**src/rtl/core/spq_pkg.sv**
```systemverilog
`timescale 1ns / 1ps
// ----------------------------------------------------------------------------
// spq_pkg
// shared types, codes and defaults of the stable priority queue
// ----------------------------------------------------------------------------
package spq_pkg;

    localparam int DEPTH_DEF     = 16;
    localparam int KEY_CHARS_DEF = 8;
    localparam int DATA_W        = 64;
    localparam int WORD_CHARS    = 8;

    // command codes
    localparam logic [1:0] CMD_INSERT = 2'd0;
    localparam logic [1:0] CMD_REMOVE = 2'd1;
    localparam logic [1:0] CMD_LIST   = 2'd2;

    // outcome codes
    localparam logic [2:0] OUT_INSERTED = 3'd0;
    localparam logic [2:0] OUT_FULL     = 3'd1;
    localparam logic [2:0] OUT_REMOVED  = 3'd2;
    localparam logic [2:0] OUT_EMPTY    = 3'd3;
    localparam logic [2:0] OUT_LISTED   = 3'd4;

    typedef struct packed {
        logic [DATA_W-1:0] key;
        logic [DATA_W-1:0] status;
        logic [DATA_W-1:0] age;
    } entry_t;

    // what every cell of the chain does this cycle
    typedef enum logic [1:0] {
        CELL_HOLD,
        CELL_INSERT,
        CELL_POP,
        CELL_ROTATE
    } cell_op_t;

    typedef enum logic {
        ST_IDLE,
        ST_LIST
    } state_t;

endpackage

```
**src/rtl/core/spq_cell.sv**
```systemverilog
`timescale 1ns / 1ps
// ----------------------------------------------------------------------------
// spq_cell
// one slot of the sorted chain: holds an entry and trades it with neighbours
// ----------------------------------------------------------------------------
module spq_cell (
    input  logic              clk,
    input  logic              rst_n,
    input  spq_pkg::cell_op_t op,
    input  spq_pkg::entry_t   new_data,
    input  logic              left_valid,
    input  spq_pkg::entry_t   left_data,
    input  logic              left_after,
    input  logic              right_valid,
    input  spq_pkg::entry_t   right_data,
    input  spq_pkg::entry_t   head_data,
    output logic              valid,
    output spq_pkg::entry_t   data,
    output logic              after
);

    logic            valid_reg;
    logic            valid_next;
    spq_pkg::entry_t data_reg;
    spq_pkg::entry_t data_next;

    // this slot lies behind the new key: empty, or strictly larger key
    assign after = !valid_reg || (data_reg.key > new_data.key);

    always_comb
    begin
        valid_next = valid_reg;
        data_next  = data_reg;
        unique case (op)
            spq_pkg::CELL_INSERT:
            begin
                if (after)
                begin
                    if (left_after)
                    begin
                        valid_next = left_valid;
                        data_next  = left_data;
                    end
                    else
                    begin
                        valid_next = 1'b1;
                        data_next  = new_data;
                    end
                end
            end
            spq_pkg::CELL_POP:
            begin
                valid_next = right_valid;
                data_next  = right_data;
            end
            spq_pkg::CELL_ROTATE:
            begin
                // last occupied slot wraps round to the head entry
                if (valid_reg)
                begin
                    data_next = right_valid ? right_data : head_data;
                end
            end
            default:
            begin
                valid_next = valid_reg;
            end
        endcase
    end

    always_ff @(posedge clk or negedge rst_n)
    begin
        if (!rst_n)
        begin
            valid_reg <= 1'b0;
        end
        else
        begin
            valid_reg <= valid_next;
        end
    end

    always_ff @(posedge clk)
    begin
        data_reg <= data_next;
    end

    assign valid = valid_reg;
    assign data  = data_reg;

endmodule

```
**config.mk**
```make
export PLATFORM = sky130hd
export DESIGN_NAME = spq_cell
export DESIGN_NICKNAME = d
export VERILOG_FILES = /design/src/rtl/core/spq_pkg.sv /design/src/rtl/core/spq_cell.sv
export SDC_FILE = /design/constraint.sdc
export NUM_CORES = 1
export LEC_CHECK = 0
export ABC_CLOCK_PERIOD_IN_PS = 5300
export CAP_MARGIN = 20
export CORE_AREA = 2 2 381 383
export DETAILED_ROUTE_END_ITERATION = 16
export DIE_AREA = 0 0 383 385
export DONT_BUFFER_PORTS = 1
export PLACE_DENSITY = 0.3
export SLEW_MARGIN = 20
export SYNTH_ARGS = -nofsm -noshare
export SYNTH_HDL_FRONTEND = slang
export SYNTH_SLANG_ARGS = --single-unit
```
**constraint.sdc**
```tcl
create_clock -name clk -period 5.3 [get_ports clk]
set_input_delay 1.06 -clock clk [delete_from_list [all_inputs] [get_ports clk]]
set_output_delay 1.06 -clock clk [all_outputs]
set_load 0.005 [all_outputs]
```
## Word-level counts from Yosys, hierarchy flattened

Cells that the tools add are included.

- Flip-flop bits (word level): 193
- Bits in latches: 0
- RAM bits: 0
- Memory bits (read-only): 0
- Input port bits: 775
- Output and inout bits: 194
- Logic and storage cells: 24
- Memories kept: 0

- $add $sub $neg: 0
- Multiply operators: 0
- Divide/modulo/power cells: 0
- $lt $le $gt $ge: 1
- Eq/ne operators: 5
- Shifts and indexed selects: 0
- Multiplexer cells: 8
- Bitwise gates (word level): 0
- Reduce and logical (&&, ||, !) cells: 6

Operators by type and width:

| cell | number |
|---|---|
| 2-to-1 mux 192 bit | 4 |
| case mux 192 bit (3 select lines) | 1 |
| greater-than comparator 64 bit | 1 |
| equality test 2 bit (second input constant) | 2 |
| inequality test 2 bit (second input constant) | 2 |
| AND reduction 3 bit | 1 |
| nonzero test 3 bit | 1 |
| equality test 2 x 1 -> 1 bit (second input constant) | 1 |
| 2-to-1 mux 1 bit | 2 |
| case mux 1 bit (2 select lines) | 1 |
| AND reduction 2 bit | 1 |
| nonzero test 2 bit | 1 |
| zero test 1 bit | 1 |
| logical OR 1 bit | 1 |

## Depth between registers and ports, before layout

Gate-level depths: netlist (run 1).

- Depth after elaboration: 4
- Mapped depth: 9
- Gate-level depth less buffers: 9

## Worst setup path after synthesis (run 1)

No wires, ideal clock.

- Path type: input -> register
- Start: input port new_data[185] (netlist name)
- End: register data_reg, in the netlist data[0], enable pin
- Library setup time: 0.473 ns
- Arrival time: 4.924 ns
- Data required time: 4.827 ns
- Slack: -0.096 ns
- Stages: 9
- Path buffers: 0
- Path through: inv_1 -> ha_1 -> nand4_2 -> nor4_2 -> and3_1 -> and3_1 -> o21ai_1 -> a211oi_2 -> mux2_2

- Longest elaborated chain between the ends: 4

RTL lines:

| item | RTL line | source |
|---|---|---|
| from (decl) | spq_cell.sv:10 | `input spq_pkg::entry_t new_data,` |
| greater-than comparator 64 bit | spq_cell.sv:28 | `assign after = !valid_reg \|\| (data_reg.key > new_data.key);` |
| logical OR 1 bit | spq_cell.sv:28 |  |
| inequality test 2 bit (no source line) | n/a |  |
| AND reduction 3 bit (no source line) | n/a |  |
| to (signal assigned) | spq_cell.sv:85 | `data_reg <= data_next;` |
| to (decl) | spq_cell.sv:24 | `spq_pkg::entry_t data_reg;` |

Every way passes these cells.
A chain may end at the register's enable or synchronous reset.

## Final worst setup path (run 1)

- Start: input port new_data[188] (netlist name)
- End: output port after

- Longest elaborated chain between the ends: 2

RTL lines:

| item | RTL line | source |
|---|---|---|
| greater-than comparator 64 bit | spq_cell.sv:28 |  |
| logical OR 1 bit | spq_cell.sv:28 |  |
| to (decl) | spq_cell.sv:19 | `output logic after` |

Every way passes these cells.

==> impl_metrics.csv, run 1 <==
group,metric,value,unit
route,drtPass1Iterations,6,
setup_path,r2r.worst_path.cells,9,
placed_design,globalplace.congestion,0.839,
route,drt_iter0_markers,718,
layout,area_growth,22.3,%
timing,worst_slew_margin_rel,26.9,%
clocking,tritoncts_clock_tree,"built",
synth,synth_top_flop_cell,"sky130_fd_sc_hd__edfxtp_1",
synth,number_of_warnings_reported_in_the_yosys_synthesis_log,0,
grt,grt_max_degree,389,
layout,post_route_cells_drive_above_1_share,5.97,%
placed_design,io_buffers,0,
floorplan,die_h,385,um
setup_path,critical_path_class,"in -> out",
synth,syn_area_per_cell,8.61,um^2
floorplan,core-area,143000,um^2
setup_path,timing.critical_path.arrival,3.32,ns
setup_path,critPathRequiredTime,4.24,ns
clocking,clk_latency,0.52,ns
grt,via_count_of_the_first_global_routing_pass,11849,
synth,netlist_area,13100,um^2
floorplan,floorplan.initialDensity,9.18,%
route,avgRoutedWirePerCell,26.6,um
synth,synth_edf_count,192,
route,route.final.wire_length,90000,um
timing,skew,0.0196,ns
grt,globalRouteOverflowTotal,0,
timing,rsz_0062_raised_after_global_routing,"false",
power_and_ir_drop,vdd_ir_drop_max,0.222,mV
layout,max_ffs_per_register,192,
layout,final_nets,2300,
timing,min_period_over_period,82.6,%
clocking,num_cts_buffers,17,
clocking,tritoncts_num_sinks,193,
floorplan,floorplan.rows,139,
floorplan,top_level_ports,969,
grt,grt_first_pass_wirelength,113000,um
layout,nFillCells,16568,
placed_design,placement.cell_area,15400,um^2
synth,netlist_instances,1525,
outcome,outcome,"completed",
route,route.antenna.remaining_nets,0,
timing,post-route-min-period,4.38,ns
synth,synth.net_count,2364,
route,route.vias.total,12138,
clocking,cts_hold_repair.buffers,0,
timing,fmax,0.228,GHz
grt,grt_usage,11.6,%
route,vias_per_cell,3.59,
clocking,cts.clk_slew.worst_paths,0.08,ns
timing,tightest_slew,1.09,ns
hold_path,worstHoldPathType,"in -> async",
clocking,cts-htree-levels,4,
clocking,max-clock-path-buffers,2,
synth,synth.lib_cells_used.distinct,38,
layout,final_core_utilization,11.2,%
grt,antenna_found_initial,51,
power_and_ir_drop,powerDensity,278,nW/um^2
route,drc_violation_count_after_routing,0,
setup_path,biggest_fanout_along_the_worst_timing_path,3,
timing,final.hold.worst_slack,0.236,ns
clocking,post-cts-setup-buffers,0,
timing,setup_violations,0,
floorplan,die_width,383,um
setup_path,cp-end-kind,"output pin",
synth,postSynthRegisterBits,193,
power_and_ir_drop,p_leak,5.26,nW
timing,finalHoldViolCount,0,
clocking,cts-resized-gates,0,
layout,postLayoutCellArea,16100,um^2
placed_design,dp_hpwl,75000,um
clocking,root_buffer,"sky130_fd_sc_hd__clkbuf_16",
synth,share_of_flip_flops_with_an_asynchronous_set_or_reset,0.518,%
synth,synth-seq-area-share,44.1,%
setup_path,critical_path.startpoint_type,"primary input",
job,total_of_max_cap_violations,0,
timing,setup-tns-final,0,ns
timing,slew_viol_final,0,
floorplan,die_area,147000,um^2
## stage by stage
step / cells / setup WS, ns / power, mW
global placement: 3345 / 0.571 / 3.10
CTS: 3377 / 0.616 / 4.61
global route: 3379 / 0.656 / 4.73
detailed placement: 3345 / 0.621 / 3.09
floorplan: 1525 / 0.963 / 2.63
finish: 3383 / 0.920 / 4.47
## cells in the final DEF (no fill, tap or decap), types with 3 or more instances in the layout
cell | netlist | final
sky130_fd_sc_hd__nand2_1 | 405 | 405
sky130_fd_sc_hd__bufinv_16 | 0 | 3
sky130_fd_sc_hd__edfxtp_1 | 192 | 192
sky130_fd_sc_hd__a31oi_1 | 193 | 193
sky130_fd_sc_hd__clkinv_2 | 0 | 3
sky130_fd_sc_hd__inv_6 | 0 | 4
sky130_fd_sc_hd__buf_4 | 0 | 39
sky130_fd_sc_hd__a221oi_1 | 3 | 3
sky130_fd_sc_hd__o21ai_0 | 9 | 9
sky130_fd_sc_hd__buf_12 | 0 | 5
sky130_fd_sc_hd__diode_2 | 0 | 6
sky130_fd_sc_hd__ha_1 | 64 | 64
sky130_fd_sc_hd__a211oi_1 | 195 | 195
sky130_fd_sc_hd__a21oi_1 | 27 | 27
sky130_fd_sc_hd__nor2b_1 | 130 | 130
sky130_fd_sc_hd__nor4_2 | 3 | 3
sky130_fd_sc_hd__nand4_1 | 6 | 6
sky130_fd_sc_hd__inv_1 | 68 | 68
sky130_fd_sc_hd__nor2_1 | 70 | 69
sky130_fd_sc_hd__nand3_1 | 6 | 6
sky130_fd_sc_hd__clkbuf_16 | 0 | 17
## cell families (layout without fill, tap and decap cells)
kind of cell	count (synthesis)	after routing	synth area share (%)
buf+inv	195	144	5.70
mux	1	1	0.0857
flops	193	193	44.1
other cells	0	6	0
simple gates	634	634	21.4
compound gates	438	438	22.6
fa+ha+maj	64	64	6.10
## report_power, final
part	switching (mW)	leakage [nW]	total, mW	internal (mW)
combinational	0.532	3.07	0.831	0.299
clock	0.703	0.294	1.45	0.747
sequential	0.231	1.90	2.18	1.95
total	1.47	5.26	4.47	3.00
## Yosys cell counts, types with 3 or more instances
cell type | number | area (um^2)
sky130_fd_sc_hd__a21oi_1 | 27 | 135
sky130_fd_sc_hd__nand4_1 | 6 | 37.5
sky130_fd_sc_hd__buf_1 | 9 | 33.8
sky130_fd_sc_hd__a31oi_1 | 193 | 1210
sky130_fd_sc_hd__a211oi_1 | 195 | 1460
sky130_fd_sc_hd__nor2_1 | 70 | 263
sky130_fd_sc_hd__nand3_1 | 6 | 30.0
sky130_fd_sc_hd__nor4_2 | 3 | 37.5
sky130_fd_sc_hd__inv_1 | 68 | 255
sky130_fd_sc_hd__nand2_1 | 405 | 1520
sky130_fd_sc_hd__nor2b_1 | 130 | 813
sky130_fd_sc_hd__a221oi_1 | 3 | 26.3
sky130_fd_sc_hd__edfxtp_1 | 192 | 5770
sky130_fd_sc_hd__ha_1 | 64 | 801
sky130_fd_sc_hd__clkbuf_1 | 115 | 432
sky130_fd_sc_hd__nand2b_1 | 3 | 18.8
sky130_fd_sc_hd__o21ai_0 | 9 | 45.0
## layer usage
layer / GRT usage (%) / vias up / routed length (um)
met1: 13.7 / 5904 / 36100
met2: 19.2 / 665 / 43000
li1: - / 5438 / -
met4: 2.66 / 26 / 1330
met3: 5.16 / 105 / 9370
met5: 0 / - / 154
## layout make-up
| class | count | area, um^2 | area share [%] |
|---|---|---|---|
| antenna | 6 | 15.0 | 0.0935 |
| multi-input combinational | 1137 | 6630 | 41.2 |
| timing repair buffer | 44 | 393 | 2.45 |
| inverter | 68 | 255 | 1.59 |
| clock buffer | 17 | 425 | 2.65 |
| tap | 1903 | 2380 | 14.8 |
| clock inverter | 15 | 179 | 1.11 |
| sequential | 193 | 5790 | 36.0 |
## path summary, 6_finish.rpt
check | startpoint | end | slack [ns]
min in group clk | op[1] | data[138] | 0.78
worst max-delay path | new_data[188] | after | 0.92
worst max register to register | data[187] | data[79] | 1.62
worst min-delay path | rst_n | valid | 0.24
worst min register to register | valid | valid | 1.12
max in group asynchronous | rst_n | valid | 5.00
## worst max-delay path, stage by stage
cell	delay [ns]
sky130_fd_sc_hd__inv_1	0.04
sky130_fd_sc_hd__ha_1	0.33
sky130_fd_sc_hd__nand4_2	0.20
sky130_fd_sc_hd__nor4_2	0.52
sky130_fd_sc_hd__and3_1	0.27
sky130_fd_sc_hd__and3_1	0.18
sky130_fd_sc_hd__o21ai_1	0.10
sky130_fd_sc_hd__a21oi_1	0.42
sky130_fd_sc_hd__buf_4	0.20
Power figures use the tool's default switching activity.
==> inputs of run 2 (changes only) <==
ABC_CLOCK_PERIOD_IN_PS = 3900   (was 5300)
CORE_AREA = 2 2 377 379   (was 2 2 381 383)
DIE_AREA = 0 0 379 381   (was 0 0 383 385)
clock period = 3.9 ns   (was 5.3 ns; I/O delays follow)
==> impl_metrics.csv, run 2 (synthesized netlist as in run 1, its figures left out) <==
group,metric,value,unit
outcome,outcome,"completed",
timing,post-route-min-period,3.66,ns
timing,fmax,0.273,GHz
route,route.vias.total,12096,
setup_path,worst_r2r_startpoint,"data[133]",
grt,grt_busiest_layer,"met2",
floorplan,floorplan.initialDensity,9.34,%
route,route.antenna.remaining_nets,0,
placed_design,dp_hpwl,70700,um
clocking,max-clock-path-buffers,2,
floorplan,die_h,381,um
layout,post_route_cells_drive_above_1_share,8.92,%
layout,mostFrequentLayoutCell,"sky130_fd_sc_hd__nand2_1",
clocking,tritoncts_num_sinks,193,
floorplan,die_width,379,um
layout,nFillCells,16296,
timing,worst_slew_margin_rel,3.05,%
grt,use_met1,13.1,%
placed_design,dpl.cell_count,3371,
layout,area_growth,25.8,%
clocking,num_cts_buffers,17,
setup_path,critical_path.reg2reg.endpoint,"data[51]",
floorplan,die_area,144000,um^2
route,drt_iter0_markers,855,
hold_path,worstHoldPathType,"in -> async",
route,vias_per_cell,3.54,
layout,number_of_non_filler_instances_in_the_completed_layout,3415,
route,route.final.wire_length,85100,um
grt,grt_usage,11.2,%
timing,setup_violations,0,
clocking,tritoncts_clock_tree,"built",
timing,tightest_slew,1.45,ns
grt,antenna_found_initial,35,
timing,skew,0.0185,ns
grt,met3_use_gr,4.37,%
setup_path,biggest_fanout_along_the_worst_timing_path,2,
grt,globalRouteOverflowTotal,0,
grt,grt_first_pass_wirelength,109000,um
power_and_ir_drop,p_leak,5.50,nW
timing,setup-tns-final,0,ns
setup_path,r2r.worst_path.cells,10,
setup_path,critical_path.startpoint_type,"flip-flop",
route,avgRoutedWirePerCell,24.9,um
grt,via_count_of_the_first_global_routing_pass,12098,
route,drc_violation_count_after_routing,0,
setup_path,critical_path_class,"reg -> out",
power_and_ir_drop,vdd_ir_drop_max,0.235,mV
floorplan,top_level_ports,969,
grt,groute.layer.met2.usage,18.7,%
placed_design,io_buffers,0,
layout,max_ffs_per_register,192,
layout,final_cell_mix,"sky130_fd_sc_hd__nand2_1 (405), sky130_fd_sc_hd__a211oi_1 (194), sky130_fd_sc_hd__a31oi_1 (193)",
timing,finalHoldViolCount,0,
setup_path,critPathRequiredTime,3.12,ns
power_and_ir_drop,powerDensity,378,nW/um^2
clocking,root_buffer,"sky130_fd_sc_hd__clkbuf_16",
route,drtPass1Iterations,5,
clocking,post-cts-setup-buffers,0,
setup_path,timing.critical_path.arrival,2.88,ns
layout,final_nets,2340,
timing,slew_viol_final,0,
timing,min_period_over_period,93.9,%
placed_design,globalplace.congestion,0.885,
floorplan,floorplan.rows,138,
grt,grt_max_degree,389,
setup_path,cp-end-kind,"output pin",
clocking,clk_latency,0.53,ns
setup_path,r2r_slack,0.65,ns
clocking,cts-htree-levels,4,
floorplan,core-area,141000,um^2
clocking,cts.clk_slew.worst_paths,0.09,ns
job,total_of_max_cap_violations,0,
-- run 2: cell count changes in the layout (fill, tap and decap cells not counted), moves of 3 or more --
| cell | delta |
|---|---|
| sky130_fd_sc_hd__a21oi_1 | -3 |
| sky130_fd_sc_hd__buf_12 | +6 |
| sky130_fd_sc_hd__buf_4 | +33 |
| sky130_fd_sc_hd__diode_2 | +5 |
| sky130_fd_sc_hd__ha_1 | -3 |
| sky130_fd_sc_hd__inv_8 | +5 |
-- run 2: worst max path at each step --
stage | from | endpoint | slack (ns)
after global placement | new_data[186] | after | -0.02
final | data[133] | after | 0.24
after CTS | data[166] | after | 0.04
after detailed placement | new_data[186] | after | -0.02
after floorplan | new_data[185] | data[0] | 0.35
after global routing | data[187] | after | -0.02
-- run 2: routing by layer --
metal | share of wire [%] | vias to the layer above
li1 | - | 5528
met3 | 9.3 | 92
met2 | 48 | 649
met5 | 0.094 | -
met1 | 40 | 5813
met4 | 2.5 | 14
-- run 2: layout make-up --
class | instances | area (um^2) | share of cell area (%)
Timing Repair Buffer | 84 | 771 | 4.66
Multi-Input combinational cell | 1137 | 6700 | 40.5
Clock buffer | 17 | 425 | 2.57
Sequential cell | 193 | 5790 | 35.0
Clock inverter | 15 | 191 | 1.16
Antenna cell | 11 | 27.5 | 0.167
Inverter | 68 | 255 | 1.54
Tap cell | 1890 | 2360 | 14.3
-- run 2: per-stage QoR --
stage | util, % | setup slack (ns) | instance area (um^2) | power (mW) | hold slack, ns
finish | 11.8 | 0.237 | 16500 | 6.25 | 0.489
global placement | 11.2 | -0.0160 | 15800 | 4.34 | 0.485
global route | 11.7 | -0.0193 | 16500 | 6.62 | 0.439
floorplan | - | 0.352 | 13100 | 3.58 | 0.484
detailed placement | 11.2 | -0.0182 | 15800 | 4.32 | 0.485
CTS | 11.7 | 0.0375 | 16500 | 6.44 | 0.426
-- run 2: power by group --
| group | leakage, nW | internal (mW) | switching (mW) | total, mW |
|---|---|---|---|---|
| sequential | 1.90 | 2.65 | 0.294 | 2.95 |
| clock | 0.302 | 0.980 | 1.02 | 2.00 |
| combinational | 3.29 | 0.501 | 0.791 | 1.29 |
| total | 5.50 | 4.14 | 2.11 | 6.25 |
-- run 2: repair_timing --
action / 4_1_cts / 5_1_grt
endpoints found under the hold margin: 1 / 0
hold buffers: 1 / 0
endpoints found under the setup margin: 1 / 1
pin swaps: 1 / 1
gates resized for setup: 7 / 4
-- run 2: critical path, stage by stage (launching register included) --
cell and delay, ns:
sky130_fd_sc_hd__edfxtp_1 0.43, sky130_fd_sc_hd__ha_1 0.32, sky130_fd_sc_hd__nand2_1 0.39, sky130_fd_sc_hd__nor4_2 0.34, sky130_fd_sc_hd__o21ai_0 0.17, sky130_fd_sc_hd__a31oi_1 0.20
sky130_fd_sc_hd__o21ai_1 0.13, sky130_fd_sc_hd__a21oi_2 0.23, sky130_fd_sc_hd__buf_4 0.15
